## src/rtl/pisb_pkg.sv

```systemverilog
// ----------------------------------------------------------------------------
// pisb_pkg
// Shared types and constants of the two-wheel speed balancing PI controller.
// ----------------------------------------------------------------------------
package pisb_pkg;

    localparam int SPEED_W = 16;
    localparam int GAIN_W  = 16;
    localparam int LIMIT_W = 15;
    localparam int ERR_W   = SPEED_W + 1;
    localparam int SUM_W   = 16;
    localparam int DRIVE_W = 16;
    localparam int CFG_AW  = 2;
    localparam int CFG_DW  = 16;

    typedef enum logic [CFG_AW-1:0] {
        REG_PROP_GAIN      = 2'd0,
        REG_INTEG_GAIN     = 2'd1,
        REG_INTEGRAL_LIMIT = 2'd2,
        REG_DRIVE_LIMIT    = 2'd3
    } cfg_idx_t;

    localparam logic [GAIN_W-1:0]  PROP_GAIN_RST      = 16'd768;
    localparam logic [GAIN_W-1:0]  INTEG_GAIN_RST     = 16'd256;
    localparam logic [LIMIT_W-1:0] INTEGRAL_LIMIT_RST = 15'd1000;
    localparam logic [LIMIT_W-1:0] DRIVE_LIMIT_RST    = 15'd120;

    typedef struct packed {
        logic signed [ERR_W-1:0] err;
        logic signed [SUM_W-1:0] sum;
        logic                    hit;
    } integ_res_t;

endpackage

```

## src/rtl/pisb_integ.sv

```systemverilog
// ----------------------------------------------------------------------------
// pisb_integ
// Speed error, clamped running integral and its state register.
// ----------------------------------------------------------------------------
module pisb_integ (
    input  logic                                clk,
    input  logic                                rst_n,
    input  logic                                step,
    input  logic                                clear,
    input  logic signed [pisb_pkg::SPEED_W-1:0] left_speed,
    input  logic signed [pisb_pkg::SPEED_W-1:0] right_speed,
    input  logic        [pisb_pkg::LIMIT_W-1:0] limit,
    output pisb_pkg::integ_res_t                res
);

    logic signed [pisb_pkg::SUM_W-1:0]   error_sum_reg;
    logic signed [pisb_pkg::SUM_W-1:0]   error_sum_next;
    logic signed [pisb_pkg::ERR_W-1:0]   err;
    logic signed [pisb_pkg::ERR_W:0]     raw_sum;
    logic signed [pisb_pkg::ERR_W:0]     lim_pos;
    logic signed [pisb_pkg::ERR_W:0]     lim_neg;
    logic signed [pisb_pkg::SUM_W-1:0]   clamped;
    logic                                hit;

    always_comb
    begin
        err     = {left_speed[pisb_pkg::SPEED_W-1], left_speed}
                - {right_speed[pisb_pkg::SPEED_W-1], right_speed};
        raw_sum = {{2{error_sum_reg[pisb_pkg::SUM_W-1]}}, error_sum_reg}
                + {err[pisb_pkg::ERR_W-1], err};
        lim_pos = {3'b000, limit};
        lim_neg = -lim_pos;
        if (raw_sum > lim_pos)
        begin
            clamped = lim_pos[pisb_pkg::SUM_W-1:0];
            hit     = 1'b1;
        end
        else if (raw_sum < lim_neg)
        begin
            clamped = lim_neg[pisb_pkg::SUM_W-1:0];
            hit     = 1'b1;
        end
        else
        begin
            clamped = raw_sum[pisb_pkg::SUM_W-1:0];
            hit     = 1'b0;
        end
    end

    always_comb
    begin
        error_sum_next = error_sum_reg;
        if (clear)
        begin
            error_sum_next = '0;
        end
        else if (step)
        begin
            error_sum_next = clamped;
        end
    end

    always_ff @(posedge clk or negedge rst_n)
    begin
        if (!rst_n)
        begin
            error_sum_reg <= '0;
        end
        else
        begin
            error_sum_reg <= error_sum_next;
        end
    end

    // A clear request reports a zero integral and no saturation.
    always_comb
    begin
        res.err = err;
        res.sum = clear ? '0 : clamped;
        res.hit = clear ? 1'b0 : hit;
    end

endmodule

```

## src/rtl/pi_speed_balance.sv

```systemverilog
// ----------------------------------------------------------------------------
// pi_speed_balance
// Two-wheel speed balancing PI controller with integral and drive clamps.
// ----------------------------------------------------------------------------
// Each request on the slave stream carries the left and right wheel speeds
// and a command in s_tuser: 0 runs a control step, 1 clears the integral.
// Every request yields exactly one result on the master stream: the drive
// correction in m_tdata and the two saturation flags in m_tuser.
// The gains and limits are set through the write port (cfg_we, cfg_addr,
// cfg_data) while no request is in flight; the user must see to this, as the block does not.
// The pipeline has three register stages: the integrator, the two gain
// multipliers, then the sum, truncation and drive clamp. One request is
// accepted in every cycle while s_tready is high; the integral update is
// done in the acceptance cycle, so consecutive requests see each other's
// integral without a gap.
// Reset clears the integral, empties the pipeline and loads the default
// gains (3.0 and 1.0) and limits (1000 and 120).
// When the receiver stalls, the result holds in the output register and
// the pipeline keeps filling its empty stages; s_tready drops only when
// all three stages are occupied.
// ----------------------------------------------------------------------------
module pi_speed_balance (
    input  logic                               clk,
    input  logic                               rst_n,
    input  logic                               cfg_we,
    input  logic [pisb_pkg::CFG_AW-1:0]        cfg_addr,
    input  logic [pisb_pkg::CFG_DW-1:0]        cfg_data,
    input  logic                               s_tvalid,
    output logic                               s_tready,
    input  logic [31:0]                        s_tdata,  // left_speed, right_speed
    input  logic [0:0]                         s_tuser,  // command
    output logic                               m_tvalid,
    input  logic                               m_tready,
    output logic [pisb_pkg::DRIVE_W-1:0]       m_tdata,  // drive
    output logic [1:0]                         m_tuser   // integral_clamped, drive_clamped
);

    localparam int PP_W  = pisb_pkg::GAIN_W + pisb_pkg::ERR_W;
    localparam int PI_W  = pisb_pkg::GAIN_W + pisb_pkg::SUM_W;
    localparam int ACC_W = PP_W + 1;
    localparam int Q_W   = ACC_W - 8;

    // Configuration registers
    logic signed [pisb_pkg::GAIN_W-1:0]  prop_gain_reg;
    logic signed [pisb_pkg::GAIN_W-1:0]  integ_gain_reg;
    logic        [pisb_pkg::LIMIT_W-1:0] integral_limit_reg;
    logic        [pisb_pkg::LIMIT_W-1:0] drive_limit_reg;

    always_ff @(posedge clk or negedge rst_n)
    begin
        if (!rst_n)
        begin
            prop_gain_reg      <= pisb_pkg::PROP_GAIN_RST;
            integ_gain_reg     <= pisb_pkg::INTEG_GAIN_RST;
            integral_limit_reg <= pisb_pkg::INTEGRAL_LIMIT_RST;
            drive_limit_reg    <= pisb_pkg::DRIVE_LIMIT_RST;
        end
        else if (cfg_we)
        begin
            case (pisb_pkg::cfg_idx_t'(cfg_addr))
                pisb_pkg::REG_PROP_GAIN:      prop_gain_reg      <= cfg_data;
                pisb_pkg::REG_INTEG_GAIN:     integ_gain_reg     <= cfg_data;
                pisb_pkg::REG_INTEGRAL_LIMIT:
                    integral_limit_reg <= cfg_data[pisb_pkg::LIMIT_W-1:0];
                pisb_pkg::REG_DRIVE_LIMIT:
                    drive_limit_reg <= cfg_data[pisb_pkg::LIMIT_W-1:0];
                default: ;
            endcase
        end
    end

    // Pipeline flow control
    logic v1_reg, v2_reg, out_v_reg;
    logic rdy_out, rdy2, rdy1, accept;

    assign rdy_out  = !out_v_reg || m_tready;
    assign rdy2     = !v2_reg || rdy_out;
    assign rdy1     = !v1_reg || rdy2;
    assign s_tready = rdy1;
    assign accept   = s_tvalid && rdy1;

    // Stage 1: error and integral
    pisb_pkg::integ_res_t integ_res;

    pisb_integ u_integ (
        .clk         (clk),
        .rst_n       (rst_n),
        .step        (accept && !s_tuser[0]),
        .clear       (accept && s_tuser[0]),
        .left_speed  (s_tdata[15:0]),
        .right_speed (s_tdata[31:16]),
        .limit       (integral_limit_reg),
        .res         (integ_res)
    );

    logic signed [pisb_pkg::ERR_W-1:0] err1_reg;
    logic signed [pisb_pkg::SUM_W-1:0] sum1_reg;
    logic                              ihit1_reg;
    logic                              cmd1_reg;

    always_ff @(posedge clk)
    begin
        if (accept)
        begin
            err1_reg  <= integ_res.err;
            sum1_reg  <= integ_res.sum;
            ihit1_reg <= integ_res.hit;
            cmd1_reg  <= s_tuser[0];
        end
    end

    // Stage 2: gain products
    logic signed [PP_W-1:0] prod_p_next, prod_p_reg;
    logic signed [PI_W-1:0] prod_i_next, prod_i_reg;
    logic                   ihit2_reg;
    logic                   cmd2_reg;
    logic                   adv2;

    assign prod_p_next = prop_gain_reg * err1_reg;
    assign prod_i_next = integ_gain_reg * sum1_reg;
    assign adv2        = v1_reg && rdy2;

    always_ff @(posedge clk)
    begin
        if (adv2)
        begin
            prod_p_reg <= prod_p_next;
            prod_i_reg <= prod_i_next;
            ihit2_reg  <= ihit1_reg;
            cmd2_reg   <= cmd1_reg;
        end
    end

    // Stage 3: sum, divide by 256 toward zero, drive clamp
    logic signed [ACC_W-1:0]            acc;
    logic signed [ACC_W-1:0]            acc_adj;
    logic signed [Q_W-1:0]              quot;
    logic signed [Q_W-1:0]              dlim_pos;
    logic signed [Q_W-1:0]              dlim_neg;
    logic signed [pisb_pkg::DRIVE_W-1:0] drive_next;
    logic                               dhit_next;
    logic                               adv3;

    always_comb
    begin
        acc      = {prod_p_reg[PP_W-1], prod_p_reg}
                 + {{(ACC_W-PI_W){prod_i_reg[PI_W-1]}}, prod_i_reg};
        acc_adj  = acc + (acc[ACC_W-1] ? ACC_W'(255) : ACC_W'(0));
        quot     = acc_adj[ACC_W-1:8];
        dlim_pos = {{(Q_W-pisb_pkg::LIMIT_W){1'b0}}, drive_limit_reg};
        dlim_neg = -dlim_pos;
        if (cmd2_reg)
        begin
            drive_next = '0;
            dhit_next  = 1'b0;
        end
        else if (quot > dlim_pos)
        begin
            drive_next = dlim_pos[pisb_pkg::DRIVE_W-1:0];
            dhit_next  = 1'b1;
        end
        else if (quot < dlim_neg)
        begin
            drive_next = dlim_neg[pisb_pkg::DRIVE_W-1:0];
            dhit_next  = 1'b1;
        end
        else
        begin
            drive_next = quot[pisb_pkg::DRIVE_W-1:0];
            dhit_next  = 1'b0;
        end
    end

    assign adv3 = v2_reg && rdy_out;

    logic [pisb_pkg::DRIVE_W-1:0] drive_reg;
    logic                         ihit_out_reg;
    logic                         dhit_out_reg;

    always_ff @(posedge clk)
    begin
        if (adv3)
        begin
            drive_reg    <= drive_next;
            ihit_out_reg <= ihit2_reg;
            dhit_out_reg <= dhit_next;
        end
    end

    // Stage valid bits
    logic v1_next, v2_next, out_v_next;

    always_comb
    begin
        v1_next    = accept ? 1'b1 : (adv2 ? 1'b0 : v1_reg);
        v2_next    = adv2 ? 1'b1 : (adv3 ? 1'b0 : v2_reg);
        out_v_next = adv3 ? 1'b1 : ((out_v_reg && m_tready) ? 1'b0 : out_v_reg);
    end

    always_ff @(posedge clk or negedge rst_n)
    begin
        if (!rst_n)
        begin
            v1_reg    <= 1'b0;
            v2_reg    <= 1'b0;
            out_v_reg <= 1'b0;
        end
        else
        begin
            v1_reg    <= v1_next;
            v2_reg    <= v2_next;
            out_v_reg <= out_v_next;
        end
    end

    assign m_tvalid = out_v_reg;
    assign m_tdata  = drive_reg;
    assign m_tuser  = {dhit_out_reg, ihit_out_reg};

`ifndef SYNTHESIS
    // A clear request lands in stage 1 with a zero integral and no flag.
    a_clear_stage1: assert property (@(posedge clk) disable iff (!rst_n)
        s_tvalid && s_tready && s_tuser[0] |=> v1_reg && sum1_reg == '0 && !ihit1_reg)
        else $error("clear request did not zero the integral");

    // A clear that reaches the output stage gives a zero drive and no flags.
    a_clear_result: assert property (@(posedge clk) disable iff (!rst_n)
        adv3 && cmd2_reg |=> m_tvalid && m_tdata == '0 && m_tuser == 2'b00)
        else $error("clear result is not zero");

    // Input backpressure only when every stage holds a request.
    a_ready_full: assert property (@(posedge clk) disable iff (!rst_n)
        !s_tready |-> v1_reg && v2_reg && out_v_reg && !m_tready)
        else $error("input stalled with an empty stage");
`endif

endmodule
```

## config.mk

```make
export PLATFORM = sky130hd
export DESIGN_NAME = pi_speed_balance
export DESIGN_NICKNAME = d
export VERILOG_FILES = /design/src/rtl/pisb_pkg.sv /design/src/rtl/pisb_integ.sv /design/src/rtl/pi_speed_balance.sv
export SDC_FILE = /design/constraint.sdc
export NUM_CORES = 2
export LEC_CHECK = 0
export BUFFER_PORTS_ARGS = -buffer_cell sky130_fd_sc_hd__buf_4
export CORE_MARGIN = 2
export CORE_UTILIZATION = 45
export DETAILED_ROUTE_END_ITERATION = 8
export HOLD_SLACK_MARGIN = 0.1
export SYNTH_ARGS = -nofsm -noshare
export SYNTH_HDL_FRONTEND = slang
export SYNTH_SLANG_ARGS = --single-unit
```

## constraint.sdc

```tcl
create_clock -name clk -period 16.14 [get_ports clk]
set_input_delay 3.228 -clock clk [delete_from_list [all_inputs] [get_ports clk]]
set_output_delay 3.228 -clock clk [all_outputs]
set_load 0.1 [all_outputs]
```

==> results.sh <==
export IMPL_r2r_end="prod_p_reg[32]"
export IMPL_required_ns=16.47
export IMPL_crit_fanout=14
export IMPL_viasPerCell=5.33
export IMPL_synth_distinct_cells=85
export IMPL_area_growth_pct=6.88
export IMPL_rows=100
export IMPL_grt_pass1_wl_mm=140
export IMPL_synth_async_reset_ratio_pct=40.3
export IMPL_netlist_area_um2=34000
export IMPL_crit_path_frequent_cell="o21ai_0"
export IMPL_register_area_um2=5650
export IMPL_setup_tns_ns=0
export IMPL_cp_num_buf_inv=6
export IMPL_die_h_um=279
export IMPL_wl_per_cell_um=18.7
export IMPL_critPathCaptureType="flip-flop"
export IMPL_grt_pass1_vias=25000
export IMPL_crit_slowest_cell="o21ai_2"
export IMPL_slew_headroom_pct=25.6
export IMPL_syn_instance_count=3599
export IMPL_clkLatencyLatePin_ns=0.58
export IMPL_ys_warn_count=0
export IMPL_die_w_um=279
export IMPL_hpwl_mm=69.4
export IMPL_nets=4511
export IMPL_design_area_um2=36300
export IMPL_path_delay_family="compound AO/OA/AOI/OAI gates"
export IMPL_dieArea_um2=77800
export IMPL_hold_violations=0
export IMPL_hold_class="flip-flop to flip-flop"
export IMPL_path_clk_slew_ns=0.06
export IMPL_cts_path_max_buffers=3
export IMPL_cts_made_buffers=25
export IMPL_rrSetupSlack_ns=7.84
export IMPL_critPathKind="input port to flip-flop"
export IMPL_drt_initial_drc_count=1564
export IMPL_drive_gt1_share_pct=6.82
export IMPL_grt_usage_pct=22.8
export IMPL_slowest_delay_ns=0.59
export IMPL_avgSynthCellArea_um2=9.45
export IMPL_fin_skew_ns=0.0481
export IMPL_place_area_um2=35500
export IMPL_postCtsHoldBufs=0
export IMPL_grt_overflow_total=0
export IMPL_drc=0
export IMPL_antenna_found_initial=5
export IMPL_grt_max_degree=70
export IMPL_synth_seq_cells=201
export IMPL_critPathArrivalTime_ns=10.05
export IMPL_endpoint="sum1_reg[4]"
export IMPL_ctsResizeCount=0
export IMPL_cp_startpoint="s_tdata[17]"
export IMPL_gp_congestion=0.878
export IMPL_start_kind="input port"
export IMPL_max_cap_violations=0
export IMPL_r2r_start="prop_gain_reg[4]"
export IMPL_wl_mm=85.6
export IMPL_timing_fmax_mhz=103
export IMPL_n_antenna_cell=0
export IMPL_fin_crit_sh_pct=60.3
export IMPL_largest_register_ffs=33
export IMPL_cts_root_buffer="clkbuf_16"
export IMPL_num_vias=24500
export IMPL_synth_nets=4507
export IMPL_post_cts_buffers=0
export IMPL_num_io_pins=76
export IMPL_fillers=7109
export IMPL_crit_cells=33
export IMPL_rsz0062_at_grt="false"
export IMPL_slew_violations=0
export IMPL_setup_viol=0
export IMPL_ys_flop_type="edfxtp_1"
export IMPL_multiInputGateArea_um2=25400
export IMPL_synth_edf_count=120
export IMPL_tightest_slew_ns=1.11
export IMPL_first_pass_iters=5
export IMPL_fin_crit_ns=9.73
export IMPL_clkSinkCount=201
export IMPL_core_area_um2=74600
export IMPL_status="complete, no violations"
export IMPL_r2r_cells=22
export IMPL_cts_max_level=1
export IMPL_cts_tree="built"
export IMPL_io_buffers=75
export IMPL_initial_core_util_pct=45.6
export IMPL_ys_seq_area_share_pct=16.6
export IMPL_antenna_left=0
## cell families after synthesis
| family | after synthesis | share of synthesized area, % |
|---|---|---|
| AO/OA/AOI/OAI | 467 | 9.12 |
| adder cells (fa/ha/maj) | 852 | 43.3 |
| XOR/XNOR | 165 | 4.25 |
| multiplexers | 89 | 2.86 |
| buffers and inverters | 798 | 8.88 |
| AND/OR/NAND/NOR | 1027 | 15.0 |
| flip-flops | 201 | 16.6 |
## worst min-delay path by stage
stage | cells past startpoint | from | slack (ns) | to
4_1_cts | 0 | ihit2_reg | 0.42 | ihit_out_reg
3_3_place_gp | 0 | ihit2_reg | 0.40 | ihit_out_reg
6_report | 0 | ihit2_reg | 0.43 | ihit_out_reg
2_1_floorplan | 0 | cmd1_reg | 0.40 | cmd2_reg
5_1_grt | 0 | ihit1_reg | 0.44 | ihit2_reg
3_5_place_dp | 0 | ihit2_reg | 0.41 | ihit_out_reg
## cell usage in the layout (no fill, tap or decap), types with 59 or more instances in the layout
cell        n
a21oi_1   119
edfxtp_1  120
o21ai_0    89
ha_1      311
nand2_1   385
xnor2_1   128
a21o_1     59
nor2_1    131
and2_1    226
mux2_2     66
buf_4     101
dfrtp_1    68
fa_1      541
inv_1     673
## synthesized netlist by cell type, types with 12 or more instances
master / count / area [um2]
edfxtp_1: 120 / 3600
nor3_1: 46 / 230
or3_1: 21 / 131
and2_1: 227 / 1420
nand3_1: 51 / 255
o21ai_1: 13 / 65.1
ha_1: 311 / 3890
dfstp_2: 13 / 342
a21o_1: 59 / 443
fa_1: 541 / 10800
inv_1: 673 / 2530
a211oi_1: 20 / 150
xnor2_1: 128 / 1120
clkbuf_1: 113 / 424
nor4_1: 12 / 75.1
nand2_1: 385 / 1450
xor2_1: 37 / 324
a21oi_1: 119 / 596
and3_1: 19 / 119
nand4_1: 21 / 131
mux2_2: 66 / 743
nor2_1: 131 / 492
dfrtp_1: 68 / 1700
mux2i_1: 23 / 230
o21a_1: 25 / 188
nand2b_1: 46 / 288
a31oi_1: 13 / 81.3
o21ai_0: 89 / 445
nor2b_1: 30 / 188
## worst reg2reg max path, stage by stage (launching register included)
cell,delay (ns)
dfrtp_1,0.85
nand2_1,0.19
fa_1,0.58
inv_1,0.06
fa_1,0.53
inv_1,0.05
fa_1,0.52
fa_1,0.46
fa_1,0.55
inv_1,0.05
fa_1,0.48
ha_1,0.38
a21o_1,0.18
a21o_1,0.17
a21oi_1,0.42
nor2_1,0.08
or3_1,0.43
nor4_1,0.39
o31ai_1,0.21
o41ai_1,0.63
o2111ai_1,0.23
a21oi_1,0.20
xnor2_1,0.32
## layer usage
layer | routed length [um] | GRT usage [%]
met1 | 39300 | 32.9
met2 | 39400 | 37.0
met3 | 4890 | 2.91
met4 | 2070 | 4.88
met5 | 0 | 0
## per-stage QoR
stage               hold WS (ns)  util, %  setup WS (ns)  std cells
floorplan                  0.400        -           6.75       3599
global placement           0.404     47.6           6.10       4545
detailed placement         0.407     47.6           5.95       4545
CTS                        0.422     48.7           6.53       4591
global route               0.438     48.7           5.72       4591
finish                     0.427     48.7           6.41       4591
## cell type report
type                       instances  area share, %
multi-input combinational       2600           69.8
sequential                       201           15.5
inverter                         674           6.96
tap                              969           3.34
timing repair buffer             101           2.09
clock buffer                      29           1.85
clock inverter                    17          0.455
Power is not shown: default switching activity piles up to over one toggle a cycle in this logic, so the estimate is an artifact.
